===== src/rtl/core/json_string_unescape_utf8_unit_assert.svh =====
// ---------------------------------------------------------------------------
// JSON string unescape assertion macros
// Shared concurrent assertion forms for the unescape unit.
// ---------------------------------------------------------------------------
`ifndef JSON_STRING_UNESCAPE_UTF8_UNIT_ASSERT_SVH
`define JSON_STRING_UNESCAPE_UTF8_UNIT_ASSERT_SVH

// same-cycle implication
`define JSU_ASSERT_SAME(name, clk, rst_n, ante, cons, msg) \
    name: assert property (@(posedge clk) disable iff (!(rst_n)) (ante) |-> (cons)) \
        else $error(msg);

// next-cycle implication
`define JSU_ASSERT_NEXT(name, clk, rst_n, ante, cons, msg) \
    name: assert property (@(posedge clk) disable iff (!(rst_n)) (ante) |=> (cons)) \
        else $error(msg);

`endif


===== src/rtl/core/jsu_pkg.sv =====
// ---------------------------------------------------------------------------
// jsu_pkg
// Result kinds, error codes and the queue entry shared by the unescape unit.
// ---------------------------------------------------------------------------
package jsu_pkg;

    localparam int CP_W = 21;

    localparam logic [1:0] KIND_DATA = 2'd0;
    localparam logic [1:0] KIND_END  = 2'd1;
    localparam logic [1:0] KIND_ERR  = 2'd2;

    localparam logic [2:0] ERR_NO_QUOTE  = 3'd0;
    localparam logic [2:0] ERR_CTRL      = 3'd1;
    localparam logic [2:0] ERR_ESCAPE    = 3'd2;
    localparam logic [2:0] ERR_HEX       = 3'd3;
    localparam logic [2:0] ERR_NO_LOW    = 3'd4;
    localparam logic [2:0] ERR_BAD_LOW   = 3'd5;
    localparam logic [2:0] ERR_LONE_LOW  = 3'd6;
    localparam logic [2:0] ERR_EARLY_END = 3'd7;

    // raw: pass the low byte of cp through as is, no UTF-8 encoding
    typedef struct packed {
        logic [1:0]      kind;
        logic [2:0]      code;
        logic            raw;
        logic [CP_W-1:0] cp;
    } entry_t;

endpackage


===== src/rtl/core/jsu_front.sv =====
// ---------------------------------------------------------------------------
// jsu_front
// Parse literal bytes, track escapes and surrogates, queue one entry per
// byte that produces output (a code point, an end or an error).
// ---------------------------------------------------------------------------
module jsu_front (
    input  logic              aclk,
    input  logic              aresetn,
    input  logic              accept,
    input  logic [7:0]        in_byte,
    input  logic              starts,
    input  logic              ends_input,
    output logic              push,
    output jsu_pkg::entry_t   entry
);

    localparam logic [2:0] MODE_IDLE     = 3'd0;
    localparam logic [2:0] MODE_BODY     = 3'd1;
    localparam logic [2:0] MODE_ESC      = 3'd2;
    localparam logic [2:0] MODE_HEX_HIGH = 3'd3;
    localparam logic [2:0] MODE_WANT_BS  = 3'd4;
    localparam logic [2:0] MODE_WANT_U   = 3'd5;
    localparam logic [2:0] MODE_HEX_LOW  = 3'd6;

    localparam logic [7:0] CH_QUOTE  = 8'h22;
    localparam logic [7:0] CH_BSLASH = 8'h5c;
    localparam logic [7:0] CH_SLASH  = 8'h2f;
    localparam logic [7:0] CH_B      = 8'h62;
    localparam logic [7:0] CH_F      = 8'h66;
    localparam logic [7:0] CH_N      = 8'h6e;
    localparam logic [7:0] CH_R      = 8'h72;
    localparam logic [7:0] CH_T      = 8'h74;
    localparam logic [7:0] CH_U      = 8'h75;
    localparam logic [7:0] CH_SPACE  = 8'h20;

    localparam logic [15:0] HIGH_MIN = 16'hd800;
    localparam logic [15:0] HIGH_MAX = 16'hdbff;
    localparam logic [15:0] LOW_MIN  = 16'hdc00;
    localparam logic [15:0] LOW_MAX  = 16'hdfff;
    localparam logic [jsu_pkg::CP_W-1:0] SUPP_BASE = 21'h10000;

    logic [2:0]  mode_reg,  mode_next;
    logic [15:0] high_reg,  high_next;
    logic [15:0] low_reg,   low_next;
    logic [1:0]  digit_reg, digit_next;

    logic        nib_ok;
    logic [3:0]  nib;
    logic [15:0] high_shift;
    logic [15:0] low_shift;

    always_comb begin
        nib_ok = 1'b1;
        nib    = 4'd0;
        if (in_byte >= 8'h30 && in_byte <= 8'h39) begin
            nib = in_byte[3:0];
        end else if ((in_byte >= 8'h61 && in_byte <= 8'h66) ||
                     (in_byte >= 8'h41 && in_byte <= 8'h46)) begin
            nib = in_byte[3:0] + 4'd9;
        end else begin
            nib_ok = 1'b0;
        end
    end

    assign high_shift = {high_reg[11:0], nib};
    assign low_shift  = {low_reg[11:0], nib};

    always_comb begin
        mode_next  = mode_reg;
        high_next  = high_reg;
        low_next   = low_reg;
        digit_next = digit_reg;
        push       = 1'b0;
        entry.kind = jsu_pkg::KIND_DATA;
        entry.code = jsu_pkg::ERR_NO_QUOTE;
        entry.raw  = 1'b0;
        entry.cp   = '0;
        if (accept) begin
            priority if (starts) begin
                digit_next = 2'd0;
                if (ends_input) begin
                    push = 1'b1; entry.kind = jsu_pkg::KIND_ERR;
                    entry.code = jsu_pkg::ERR_EARLY_END; mode_next = MODE_IDLE;
                end else if (in_byte != CH_QUOTE) begin
                    push = 1'b1; entry.kind = jsu_pkg::KIND_ERR;
                    entry.code = jsu_pkg::ERR_NO_QUOTE; mode_next = MODE_IDLE;
                end else begin
                    mode_next = MODE_BODY;
                end
            end else if (mode_reg == MODE_IDLE) begin
                mode_next = MODE_IDLE;
            end else if (ends_input) begin
                push = 1'b1; entry.kind = jsu_pkg::KIND_ERR;
                entry.code = jsu_pkg::ERR_EARLY_END;
                mode_next = MODE_IDLE; digit_next = 2'd0;
            end else begin
                unique case (mode_reg)
                    MODE_BODY: begin
                        priority if (in_byte == CH_QUOTE) begin
                            push = 1'b1; entry.kind = jsu_pkg::KIND_END;
                            mode_next = MODE_IDLE;
                        end else if (in_byte < CH_SPACE) begin
                            push = 1'b1; entry.kind = jsu_pkg::KIND_ERR;
                            entry.code = jsu_pkg::ERR_CTRL;
                            mode_next = MODE_IDLE; digit_next = 2'd0;
                        end else if (in_byte == CH_BSLASH) begin
                            mode_next = MODE_ESC;
                        end else begin
                            push = 1'b1; entry.raw = 1'b1;
                            entry.cp = {13'd0, in_byte};
                        end
                    end
                    MODE_ESC: begin
                        push      = 1'b1;
                        mode_next = MODE_BODY;
                        unique case (in_byte)
                            CH_QUOTE:  entry.cp = {13'd0, CH_QUOTE};
                            CH_BSLASH: entry.cp = {13'd0, CH_BSLASH};
                            CH_SLASH:  entry.cp = {13'd0, CH_SLASH};
                            CH_B:      entry.cp = 21'h08;
                            CH_F:      entry.cp = 21'h0c;
                            CH_N:      entry.cp = 21'h0a;
                            CH_R:      entry.cp = 21'h0d;
                            CH_T:      entry.cp = 21'h09;
                            CH_U: begin
                                push = 1'b0; mode_next = MODE_HEX_HIGH;
                                high_next = 16'd0; digit_next = 2'd0;
                            end
                            default: begin
                                entry.kind = jsu_pkg::KIND_ERR;
                                entry.code = jsu_pkg::ERR_ESCAPE;
                                mode_next = MODE_IDLE; digit_next = 2'd0;
                            end
                        endcase
                    end
                    MODE_HEX_HIGH: begin
                        priority if (!nib_ok) begin
                            push = 1'b1; entry.kind = jsu_pkg::KIND_ERR;
                            entry.code = jsu_pkg::ERR_HEX;
                            mode_next = MODE_IDLE; digit_next = 2'd0;
                        end else if (digit_reg != 2'd3) begin
                            high_next  = high_shift;
                            digit_next = digit_reg + 2'd1;
                        end else begin
                            high_next  = high_shift;
                            digit_next = 2'd0;
                            priority if (high_shift >= HIGH_MIN && high_shift <= HIGH_MAX) begin
                                mode_next = MODE_WANT_BS;
                            end else if (high_shift >= LOW_MIN && high_shift <= LOW_MAX) begin
                                push = 1'b1; entry.kind = jsu_pkg::KIND_ERR;
                                entry.code = jsu_pkg::ERR_LONE_LOW;
                                mode_next = MODE_IDLE;
                            end else begin
                                push = 1'b1; entry.cp = {5'd0, high_shift};
                                mode_next = MODE_BODY;
                            end
                        end
                    end
                    MODE_WANT_BS: begin
                        if (in_byte != CH_BSLASH) begin
                            push = 1'b1; entry.kind = jsu_pkg::KIND_ERR;
                            entry.code = jsu_pkg::ERR_NO_LOW;
                            mode_next = MODE_IDLE; digit_next = 2'd0;
                        end else begin
                            mode_next = MODE_WANT_U;
                        end
                    end
                    MODE_WANT_U: begin
                        if (in_byte != CH_U) begin
                            push = 1'b1; entry.kind = jsu_pkg::KIND_ERR;
                            entry.code = jsu_pkg::ERR_NO_LOW;
                            mode_next = MODE_IDLE; digit_next = 2'd0;
                        end else begin
                            mode_next = MODE_HEX_LOW;
                            low_next = 16'd0; digit_next = 2'd0;
                        end
                    end
                    MODE_HEX_LOW: begin
                        priority if (!nib_ok) begin
                            push = 1'b1; entry.kind = jsu_pkg::KIND_ERR;
                            entry.code = jsu_pkg::ERR_HEX;
                            mode_next = MODE_IDLE; digit_next = 2'd0;
                        end else if (digit_reg != 2'd3) begin
                            low_next   = low_shift;
                            digit_next = digit_reg + 2'd1;
                        end else begin
                            low_next   = low_shift;
                            digit_next = 2'd0;
                            push       = 1'b1;
                            if (low_shift < LOW_MIN || low_shift > LOW_MAX) begin
                                entry.kind = jsu_pkg::KIND_ERR;
                                entry.code = jsu_pkg::ERR_BAD_LOW;
                                mode_next  = MODE_IDLE;
                            end else begin
                                entry.cp  = SUPP_BASE +
                                            {1'b0, high_reg[9:0], low_shift[9:0]};
                                mode_next = MODE_BODY;
                            end
                        end
                    end
                    default: begin
                        mode_next = MODE_IDLE;
                    end
                endcase
            end
        end
    end

    always_ff @(posedge aclk) begin
        if (!aresetn) begin
            mode_reg  <= MODE_IDLE;
            high_reg  <= 16'd0;
            low_reg   <= 16'd0;
            digit_reg <= 2'd0;
        end else begin
            mode_reg  <= mode_next;
            high_reg  <= high_next;
            low_reg   <= low_next;
            digit_reg <= digit_next;
        end
    end

endmodule


===== src/rtl/core/jsu_queue.sv =====
// ---------------------------------------------------------------------------
// jsu_queue
// Small register FIFO that decouples the parser from the UTF-8 serializer.
// ---------------------------------------------------------------------------
`include "json_string_unescape_utf8_unit_assert.svh"

module jsu_queue #(
    parameter int DEPTH = 4
) (
    input  logic             aclk,
    input  logic             aresetn,
    input  logic             push,
    input  jsu_pkg::entry_t  push_entry,
    input  logic             pop,
    output jsu_pkg::entry_t  head,
    output logic             empty,
    output logic             full
);

    localparam int AW = (DEPTH > 1) ? $clog2(DEPTH) : 1;
    localparam int CW = $clog2(DEPTH + 1);

    jsu_pkg::entry_t mem [DEPTH];

    logic [AW-1:0] wr_ptr_reg, wr_ptr_next;
    logic [AW-1:0] rd_ptr_reg, rd_ptr_next;
    logic [CW-1:0] count_reg,  count_next;

    assign empty = (count_reg == CW'(0));
    assign full  = (count_reg == CW'(DEPTH));
    assign head  = mem[rd_ptr_reg];

    always_comb begin
        wr_ptr_next = wr_ptr_reg;
        rd_ptr_next = rd_ptr_reg;
        count_next  = count_reg;
        if (push) begin
            wr_ptr_next = (wr_ptr_reg == AW'(DEPTH - 1)) ? AW'(0) : wr_ptr_reg + AW'(1);
        end
        if (pop) begin
            rd_ptr_next = (rd_ptr_reg == AW'(DEPTH - 1)) ? AW'(0) : rd_ptr_reg + AW'(1);
        end
        if (push && !pop) begin
            count_next = count_reg + CW'(1);
        end else if (pop && !push) begin
            count_next = count_reg - CW'(1);
        end
    end

    always_ff @(posedge aclk) begin
        if (push) begin
            mem[wr_ptr_reg] <= push_entry;
        end
    end

    always_ff @(posedge aclk) begin
        if (!aresetn) begin
            wr_ptr_reg <= '0;
            rd_ptr_reg <= '0;
            count_reg  <= '0;
        end else begin
            wr_ptr_reg <= wr_ptr_next;
            rd_ptr_reg <= rd_ptr_next;
            count_reg  <= count_next;
        end
    end

    `JSU_ASSERT_SAME(a_no_overflow, aclk, aresetn, push, !full, "queue push while full")
    `JSU_ASSERT_SAME(a_no_underflow, aclk, aresetn, pop, !empty, "queue pop while empty")
    `JSU_ASSERT_NEXT(a_fill_to_full, aclk, aresetn, push && !pop && count_reg == CW'(DEPTH - 1), full, "queue did not report full")

endmodule


===== src/rtl/core/jsu_back.sv =====
// ---------------------------------------------------------------------------
// jsu_back
// Expand each queued entry into its UTF-8 bytes (a raw byte as is), or one end or error
// result, through a registered output stage.
// ---------------------------------------------------------------------------
`include "json_string_unescape_utf8_unit_assert.svh"

module jsu_back (
    input  logic             aclk,
    input  logic             aresetn,
    input  jsu_pkg::entry_t  head,
    input  logic             empty,
    output logic             pop,
    output logic             m_tvalid,
    input  logic             m_tready,
    output logic [7:0]       m_tdata,
    output logic [4:0]       m_tuser,
    output logic             m_tlast
);

    logic [1:0] idx_reg, idx_next;
    logic [1:0] last_idx;
    logic       load;
    logic [7:0] sel_byte;
    logic [7:0] utf [4];

    logic       valid_reg, valid_next;
    logic [7:0] byte_reg;
    logic [4:0] user_reg;
    logic       last_reg;

    always_comb begin
        utf[0] = 8'd0;
        utf[1] = 8'd0;
        utf[2] = 8'd0;
        utf[3] = 8'd0;
        priority if (head.kind != jsu_pkg::KIND_DATA) begin
            last_idx = 2'd0;
        end else if (head.raw || head.cp <= 21'h7f) begin
            last_idx = 2'd0;
            utf[0]   = head.cp[7:0];
        end else if (head.cp <= 21'h7ff) begin
            last_idx = 2'd1;
            utf[0]   = {3'b110, head.cp[10:6]};
            utf[1]   = {2'b10, head.cp[5:0]};
        end else if (head.cp <= 21'hffff) begin
            last_idx = 2'd2;
            utf[0]   = {4'b1110, head.cp[15:12]};
            utf[1]   = {2'b10, head.cp[11:6]};
            utf[2]   = {2'b10, head.cp[5:0]};
        end else begin
            last_idx = 2'd3;
            utf[0]   = {5'b11110, head.cp[20:18]};
            utf[1]   = {2'b10, head.cp[17:12]};
            utf[2]   = {2'b10, head.cp[11:6]};
            utf[3]   = {2'b10, head.cp[5:0]};
        end
        sel_byte = utf[idx_reg];
    end

    assign load = !empty && (!valid_reg || m_tready);
    assign pop  = load && (idx_reg == last_idx);

    always_comb begin
        idx_next   = idx_reg;
        valid_next = valid_reg;
        if (load) begin
            idx_next   = pop ? 2'd0 : idx_reg + 2'd1;
            valid_next = 1'b1;
        end else if (m_tready) begin
            valid_next = 1'b0;
        end
    end

    always_ff @(posedge aclk) begin
        if (load) begin
            byte_reg <= sel_byte;
            user_reg <= {(head.kind == jsu_pkg::KIND_ERR) ? head.code : 3'd0, head.kind};
            last_reg <= (idx_reg == last_idx);
        end
    end

    always_ff @(posedge aclk) begin
        if (!aresetn) begin
            idx_reg   <= 2'd0;
            valid_reg <= 1'b0;
        end else begin
            idx_reg   <= idx_next;
            valid_reg <= valid_next;
        end
    end

    assign m_tvalid = valid_reg;
    assign m_tdata  = byte_reg;
    assign m_tuser  = user_reg;
    assign m_tlast  = last_reg;

    `JSU_ASSERT_SAME(a_nondata_last, aclk, aresetn, valid_reg && user_reg[1:0] != jsu_pkg::KIND_DATA, last_reg, "end or error result not marked last")
    `JSU_ASSERT_SAME(a_data_no_code, aclk, aresetn, valid_reg && user_reg[1:0] == jsu_pkg::KIND_DATA, user_reg[4:2] == 3'd0 && user_reg[1:0] == jsu_pkg::KIND_DATA, "data result carries error code")
    `JSU_ASSERT_SAME(a_idx_in_range, aclk, aresetn, !empty, idx_reg <= last_idx, "byte index past code point length")

endmodule


===== src/rtl/core/json_string_unescape_utf8_unit.sv =====
// The parser queues each result, and the registered output stage presents it on m_tvalid.
// Throughput: one input byte per cycle while the queue is not full; a code point of n UTF-8
//   bytes holds the output for all n bytes, which the entry queue absorbs.
// The input stalls only when the QUEUE_DEPTH-entry queue between parser and serializer is full.
// Reset: aresetn low clears parser state to idle, empties the queue and drops m_tvalid.
// ---------------------------------------------------------------------------
// json_string_unescape_utf8_unit
// JSON string literal unescaper: parser front, entry queue, UTF-8 back end.
// ---------------------------------------------------------------------------
module json_string_unescape_utf8_unit #(
    parameter int QUEUE_DEPTH = 4
) (
    input  logic       aclk,
    input  logic       aresetn,
    input  logic       s_tvalid,
    output logic       s_tready,
    input  logic [7:0] s_tdata,   // [7:0] in_byte
    input  logic [1:0] s_tuser,   // [0] starts, [1] ends_input
    output logic       m_tvalid,
    input  logic       m_tready,
    output logic [7:0] m_tdata,   // [7:0] out_byte
    output logic [4:0] m_tuser,   // [1:0] kind, [4:2] error_code
    output logic       m_tlast
);

    logic            accept;
    logic            push;
    logic            pop;
    logic            empty;
    logic            full;
    jsu_pkg::entry_t push_entry;
    jsu_pkg::entry_t head;

    assign s_tready = !full;
    assign accept   = s_tvalid && !full;

    jsu_front u_front (
        .aclk       (aclk),
        .aresetn    (aresetn),
        .accept     (accept),
        .in_byte    (s_tdata),
        .starts     (s_tuser[0]),
        .ends_input (s_tuser[1]),
        .push       (push),
        .entry      (push_entry)
    );

    jsu_queue #(
        .DEPTH (QUEUE_DEPTH)
    ) u_queue (
        .aclk       (aclk),
        .aresetn    (aresetn),
        .push       (push),
        .push_entry (push_entry),
        .pop        (pop),
        .head       (head),
        .empty      (empty),
        .full       (full)
    );

    jsu_back u_back (
        .aclk     (aclk),
        .aresetn  (aresetn),
        .head     (head),
        .empty    (empty),
        .pop      (pop),
        .m_tvalid (m_tvalid),
        .m_tready (m_tready),
        .m_tdata  (m_tdata),
        .m_tuser  (m_tuser),
        .m_tlast  (m_tlast)
    );

endmodule


===== config.mk =====
export PLATFORM = sky130hd
export DESIGN_NAME = json_string_unescape_utf8_unit
export DESIGN_NICKNAME = d
export VERILOG_FILES = /design/src/rtl/core/jsu_pkg.sv /design/src/rtl/core/jsu_front.sv /design/src/rtl/core/jsu_queue.sv /design/src/rtl/core/jsu_back.sv /design/src/rtl/core/json_string_unescape_utf8_unit.sv
export VERILOG_INCLUDE_DIRS = /design/src /design/src/rtl/core
export SDC_FILE = /design/constraint.sdc
export NUM_CORES = 1
export LEC_CHECK = 0
export ABC_AREA = 1
export BUFFER_PORTS_ARGS = -buffer_cell sky130_fd_sc_hd__buf_4
export CORE_UTILIZATION = 60
export CTS_BUF_LIST = sky130_fd_sc_hd__clkbuf_8
export DETAILED_ROUTE_END_ITERATION = 12
export MAX_ROUTING_LAYER = met4
export PLACE_DENSITY = 0.78
export SYNTH_ARGS = -nofsm -noshare
export SYNTH_HDL_FRONTEND = slang
export SYNTH_SLANG_ARGS = --single-unit

===== constraint.sdc =====
create_clock -name aclk -period 3.9 [get_ports aclk]
set_input_delay 0.195 -clock aclk [delete_from_list [all_inputs] [get_ports aclk]]
set_output_delay 0.195 -clock aclk [all_outputs]
set_load 0.005 [all_outputs]

# --- Word-level counts from Yosys, hierarchy flattened ---
# Memory sizes are Yosys's and may differ from the RTL's. A register that Yosys moved wholly into a read port is not among the register bits.
# Index checks and enable logic that the tools add are counted.
op_classes:
  eq_ne: 36
  order_cmp: 17
  reduce_logical: 34
  n_addsub: 8
  bitwise_logic: 4
  muxes: 116
ops:
  columns: ["op", "n"]
  rows:
  - ["two-way mux 21 bit", 7]
  - ["two-way mux 22 bit", 4]
  - ["case mux 21 bit (4 select lines)", 1]
  - ["two-way mux 5 bit", 15]
  - ["equality test 8 x 7 -> 1 bit (second input constant)", 7]
  - ["case mux 7 bit (8 select lines)", 1]
  - ["two-way mux 27 bit", 2]
  - ["two-way mux 12 bit", 4]
  - ["two-way mux 16 bit", 3]
  - ["two-way mux 3 bit", 16]
  - ["case mux 12 bit (2 select lines)", 2]
  - ["two-way mux 2 bit", 18]
  - ["greater-or-equal comparator 16 bit (second input constant)", 2]
  - ["<= comparator 16 bit (second input constant)", 2]
  - ["two-way mux 32 bit", 1]
  - ["two-way mux 8 bit", 4]
  - ["case mux 5 bit (6 select lines)", 1]
  - ["two-way mux 1 bit", 28]
  - ["two-way mux 25 bit", 1]
  - ["two-way mux 24 bit", 1]
  - ["adder 17 x 20 -> 21 bit (first input constant)", 1]
  - ["<= comparator 21 x 11 -> 1 bit (second input constant)", 1]
  - ["<= comparator 21 x 16 -> 1 bit (second input constant)", 1]
  - ["<= comparator 21 x 7 -> 1 bit (second input constant)", 1]
  - ["45 further kinds", 91]
totals:
  register_bits: 53
  out_inout_bits: 16
  wordCells: 229
  inputBits: 14
  n_memories: 1
  ramBits: 108
memory_table:
  columns: ["memory", "words", "word_bits", "read_ports", "rd_clocked_by_memory_dff", "write_ports", "line_no", "source"]
  rows:
  - ["u_queue.mem", 4, 27, 1, 1, 1, "jsu_queue.sv:23", "jsu_pkg::entry_t mem [DEPTH];"]

# --- Depth between registers and ports, before layout ---
logic_depth:
  depth_word: 19
  depth_mapped: 27

# --- Hierarchy ---
# A second synthesis with hierarchy kept.
unflattened:
  cells_unflattened: 974
  hier_area_um2: 8734.6
by_module_without_submodules:
  columns: ["module", "area_each_um2", "instances", "cells_per_inst"]
  rows:
  - ["jsu_queue", 4510.6, 1, 320]
  - ["jsu_front", 2836.5, 1, 460]
  - ["jsu_back", 1373.8, 1, 191]
  - ["json_string_unescape_utf8_unit", 13.8, 1, 3]

# --- Worst setup path after synthesis ---
# OpenSTA, ideal clock, no wires.
synth_timing:
  path_kind: "input port to flip-flop"
  start: "in s_tdata[0]"
  end: "mem u_queue.mem[0][0] (netlist name), enable pin"
  path_stages: 18
  n_path_buf: 0
  arrival_time_ns: 2.821
  slack_ns: 0.668
  setup_ns: 0.411
  path_cell_list: "inv_1 ha_1 inv_1 nand2_1 nand2_1 nand2_2 nand2_2 nand2_1 nand2_1 and2_1 nor2_1 nand2_1 nand2_1 nand3_1 nand2_1 nand3_1 nand2_1 nor2_1"
synth_between:
  elab_chain_len: 17
synth_lines:
  columns: ["item", "line_no", "source"]
  rows:
  - ["start, declared", "json_string_unescape_utf8_unit.sv:17", "input logic [7:0] s_tdata,"]
  - ["greater-or-equal comparator 8 x 7 -> 1 bit (tied with other cells)", "jsu_front.sv:57", "end else if ((in_byte >= 8'h61 && in_byte <= 8'h66) ||"]
  - ["logical AND 1 bit (on tied branches)", "jsu_front.sv:57, jsu_front.sv:58", null]
  - ["logical OR 1 bit", "jsu_front.sv:57", null]
  - ["two-way mux 4 bit", "jsu_front.sv:57", null]
  - ["two-way mux 4 bit", "jsu_front.sv:55", "if (in_byte >= 8'h30 && in_byte <= 8'h39) begin"]
  - ["greater-or-equal comparator 16 bit or <= comparator 16 bit (tied branches)", "jsu_front.sv:147", "priority if (high_shift >= HIGH_MIN && high_shift <= HIGH_MAX) begin"]
  - ["logical AND 1 bit", "jsu_front.sv:147", null]
  - ["two-way mux 1 bit", "jsu_front.sv:147", null]
  - ["two-way mux 1 bit", "jsu_front.sv:141", "end else if (digit_reg != 2'd3) begin"]
  - ["two-way mux 1 bit", "jsu_front.sv:137", "priority if (!nib_ok) begin"]
  - ["case mux 1 bit (6 select lines)", "jsu_front.sv:97", "unique case (mode_reg)"]
  - ["two-way mux 1 bit", "jsu_front.sv:92", "end else if (ends_input) begin"]
  - ["two-way mux 1 bit", "jsu_front.sv:90", "end else if (mode_reg == MODE_IDLE) begin"]
  - ["two-way mux 1 bit *", "jsu_front.sv:79", "priority if (starts) begin"]
  - ["two-way mux 1 bit *", "jsu_front.sv:78", "if (accept) begin"]
  - ["two-way mux 1 bit *", "jsu_queue.sv:51", "if (push) begin"]
  - ["two-way mux 1 bit (implied by the code) *", "jsu_queue.sv:52", "mem[wr_ptr_reg] <= push_entry;"]
  - ["end, declared", "jsu_queue.sv:23", null]
# Every way passes the cells marked *; elsewhere a longest branch is shown, timed or not.

==> impl_table.tex <==
\begin{tabular}{lr}
\hline
Metric & Value \\
\hline
\multicolumn{2}{l}{\textbf{Power}} \\
Pwr per Cell Area & roughly 550 mW/mm\^{}2 \\
Leak pwr & 3.56 nW \\
Peak ir drop on the vdd network & 0.294 mV \\
Total power draw & 5.05 mW \\
\multicolumn{2}{l}{\textbf{STA}} \\
Min Clock Period, post-route & 3280 ps \\
Fraction of the cycle the final worst path needs & 0.840 \\
Peak clock frequency supported by timing & 305 MHz \\
Number of setup violations in the final report & 0 \\
Transition at the pin with the smallest max-transition slack & 949 ps \\
Headroom to the max-slew limit & 0.365 \\
Setup repair after global routing missed its margin & false \\
Post-Route Skew & 10.7 ps \\
Final hold viol count & 0 \\
Hold WS & 44.0 ps \\
Pins over their slew limit & 0 \\
Final-layout setup total negative slack & 0 ps \\
\multicolumn{2}{l}{\textbf{Setup path}} \\
Top cell family by delay on the critical path & simple AND/OR/NAND/NOR gates \\
Cell type with the highest occurrence count on the critical path & sky130\_fd\_sc\_hd\_\_nand2\_1 \\
Logic depth of the worst setup path including buffers & 21 \\
Maximum fanout along the worst path & 43 \\
Worst path cell trace & buf\_4, nand2\_1, nand3\_1, nand2\_1, nand2\_1, nor2\_1, nand2\_2, o21ai\_4, nor2\_2, nand2\_1, nand2\_1, nand2\_2, nand3\_4, ha\_1, inv\_1, fa\_1, nor2\_1, nor2\_1, nand2\_1, o21ai\_0, a21oi\_1 \\
Critical path type & register to register \\
Destination of the worst register-to-register timing path & u\_queue.count\_reg[2] \\
CP Data Arrival Time & about 3700 ps \\
Worst R2R Path Depth & 21 \\
Master of the slowest instance on the critical path & sky130\_fd\_sc\_hd\_\_fa\_1 \\
CP startpoint kind & register \\
Last element of the critical path & u\_queue.count\_reg[2] \\
Required time at the endpoint of the critical path & around 4300 ps \\
Count of buffer and inverter cells on the critical path & 2 \\
Critical Path End Type & register \\
Crit path largest cell delay & 440 ps \\
Worst setup slack for register-to-register paths & 620 ps \\
\multicolumn{2}{l}{\textbf{Finish}} \\
Post-route insts no fill & 1170 \\
Flip-flop count of the largest register after layout & 108 \\
Synth-to-Final Area Change & 10.2\% \\
Final core area utilization & 0.681 \\
Leading cell types in the layout, fill and taps excluded & sky130\_fd\_sc\_hd\_\_nand2\_1 (266), sky130\_fd\_sc\_hd\_\_edfxtp\_1 (122), sky130\_fd\_sc\_hd\_\_inv\_1 (91) \\
Final antenna diode count & 0 \\
Fraction of layout cells with a size suffix above 1 & 0.112 \\
Number of nets at the end of the flow & slightly above 1000 \\
Most common cell after layout, fill and taps aside & sky130\_fd\_sc\_hd\_\_nand2\_1 \\
\multicolumn{2}{l}{\textbf{Synth}} \\
Average instance area after synthesis & 8.68 sq um \\
Yosys warning count & 0 \\
Part of the Yosys area used for sequential elements & 0.543 \\
Register bit total from synthesis & 163 \\
Number of distinct library cells after synthesis & 48 \\
Number of cells produced by synthesis & 951 \\
Post-synthesis cell area & 0.00825 sq mm \\
Syn nets & slightly below 1000 \\
\multicolumn{2}{l}{\textbf{Clocking}} \\
Clock transition at path regs & 90 ps \\
CTS Root Buffer Type & sky130\_fd\_sc\_hd\_\_clkbuf\_8 \\
Post-CTS Hold Buffers & 0 \\
Post-CTS Resized & 0 \\
Number of clock buffers inserted by TritonCTS & 17 \\
Buffer levels on the longest clock path & 2 \\
Setup Buffers After CTS & 0 \\
Total number of clock tree sinks & roughly 160 \\
CTS tree & built \\
Insertion delay of the later-clocked pin in the worst-skew pair & 470 ps \\
Number of H-tree levels & 4 \\
\multicolumn{2}{l}{\textbf{Global routing}} \\
Initial antenna violation count & 0 \\
Via count of the first global-routing pass & around 6300 \\
Global-route wire length before repair & approximately 31000 um \\
GRT Overall Usage & 0.297 \\
Global route total overflow & 0 \\
Largest net degree at the start of global routing & 55 \\
\multicolumn{2}{l}{\textbf{Drt}} \\
Count of routing violations after the opening detailed-route iteration & between 600 and 700 \\
Via/cell ratio & 5.71 \\
Number of detailed-route iterations in the first pass & 6 \\
Number of nets still failing antenna checks after routing & 0 \\
Post-Route WL & 19200 um \\
Vias after detailed routing & 6680 \\
DRC violations left & 0 \\
Wirelength per Cell & 16.4 um \\
\multicolumn{2}{l}{\textbf{Place}} \\
Total half-perimeter wirelength after legalization and detailed placement & between 10000 and 15000 um \\
Gpl congestion & 0.975 \\
Number of port buffers & 29 \\
Placed cells & around 1100 \\
\multicolumn{2}{l}{\textbf{Job}} \\
MaxCap Viol Count & 0 \\
\multicolumn{2}{l}{\textbf{Floorplan}} \\
Count of standard-cell rows & 42 \\
Area of the placeable core & 0.0133 sq mm \\
DIE AREA & 0.0142 sq mm \\
Die W & 119 um \\
Starting density of the core & 0.618 \\
I/O Pins & 30 \\
Y dimension of the die & between 100 and 150 um \\
\multicolumn{2}{l}{\textbf{Worst hold path}} \\
Hold Path Class & input port to register \\
\multicolumn{2}{l}{\textbf{Status}} \\
Run status & completed \\
\hline
\end{tabular}
==> synthesized netlist by cell type, drive strengths merged <==
cell,n,area [sq um]
nand2,277,1070
edfxtp,122,3660
inv,95,362
nor2,86,353
a21oi,83,415
nand3,72,378
dfxtp,41,821
o21ai,40,215
buf,22,145
nor3,21,110
ha,13,163
o22ai,9,56.3
a211oi,8,60.1
a31oi,8,50.1
clkbuf,8,30.0
a32oi,7,61.3
nand4,6,37.5
a22oi,5,37.5
o211ai,3,22.5
o21a,3,22.5
o221ai,3,26.3
a32o,2,20.0
clkinv,2,7.51
o311ai,2,17.5
o31ai,2,15.0
or2,2,12.5
xor2,2,17.5
a41oi,1,8.76
and2,1,6.26
and3,1,6.26
fa,1,20.0
nor3b,1,7.51
o311a,1,10.0
xnor2,1,8.76
==> through the flow <==
step | area [sq um] | setup WS (ps)
after floorplan | 8250 | 668
after global placement | 8620 | 431
after detailed placement | 8620 | 306
after CTS | 9090 | 648
after global routing | 9090 | 276
final | 9090 | 623
==> worst min path at each step <==
stage / end / start / cells after the start
global route: u_queue.wr_ptr_reg[1] / aresetn / 3
global placement: u_front.low_reg[11] / u_front.low_reg[11] / 2
finish: register / aresetn / 3
CTS: register / aresetn / 3
detailed placement: u_front.low_reg[8] / u_front.low_reg[8] / 2
floorplan: u_queue.count_reg[2] / aresetn / 2
==> cells by family (layout without fill, tap and decap cells) <==
logic type | after synthesis | count (layout) | share of synthesized area
simple gates | 467 | 467 | 0.240
xor+xnor | 3 | 3 | 0.00318
buf+inv | 127 | 170 | 0.0659
flops | 163 | 163 | 0.543
fa+ha+maj | 14 | 14 | 0.0221
compound gates | 177 | 177 | 0.126
==> power by group <==
part	internal (mW)	switching (mW)	leakage, nW
logic	0.500	0.975	1.86
registers	2.07	0.0699	1.46
clock network	0.798	0.629	0.240
==> tightest hold or removal path, stage by stage <==
cell and delay, ps:
sky130_fd_sc_hd__buf_4 170, sky130_fd_sc_hd__nand2_1 80, sky130_fd_sc_hd__nor2_1 40
==> area by class of cell <==
| type | instances | area (sq um) |
|---|---|---|
| repair buffers | 41 | 308 |
| clock inverters | 13 | 206 |
| multi-input cells | 661 | 3240 |
| well taps | 176 | 220 |
| flip-flops and latches | 163 | 4490 |
| inverters | 97 | 369 |
| fillers | 1070 | 4260 |
| clock buffers | 19 | 262 |
==> layer usage <==
layer  wire [um]  vias to the layer above  part of all wire  global-route usage
li1            -                     3299                 -                   -
met2        9190                      272              0.48               0.470
met3        1290                       54             0.067              0.0479
met4         650                        0             0.034               0.148
met5           0                        -                 0                   -
met1        8040                     3055              0.42               0.372
Power figures use the tool's default switching activity.
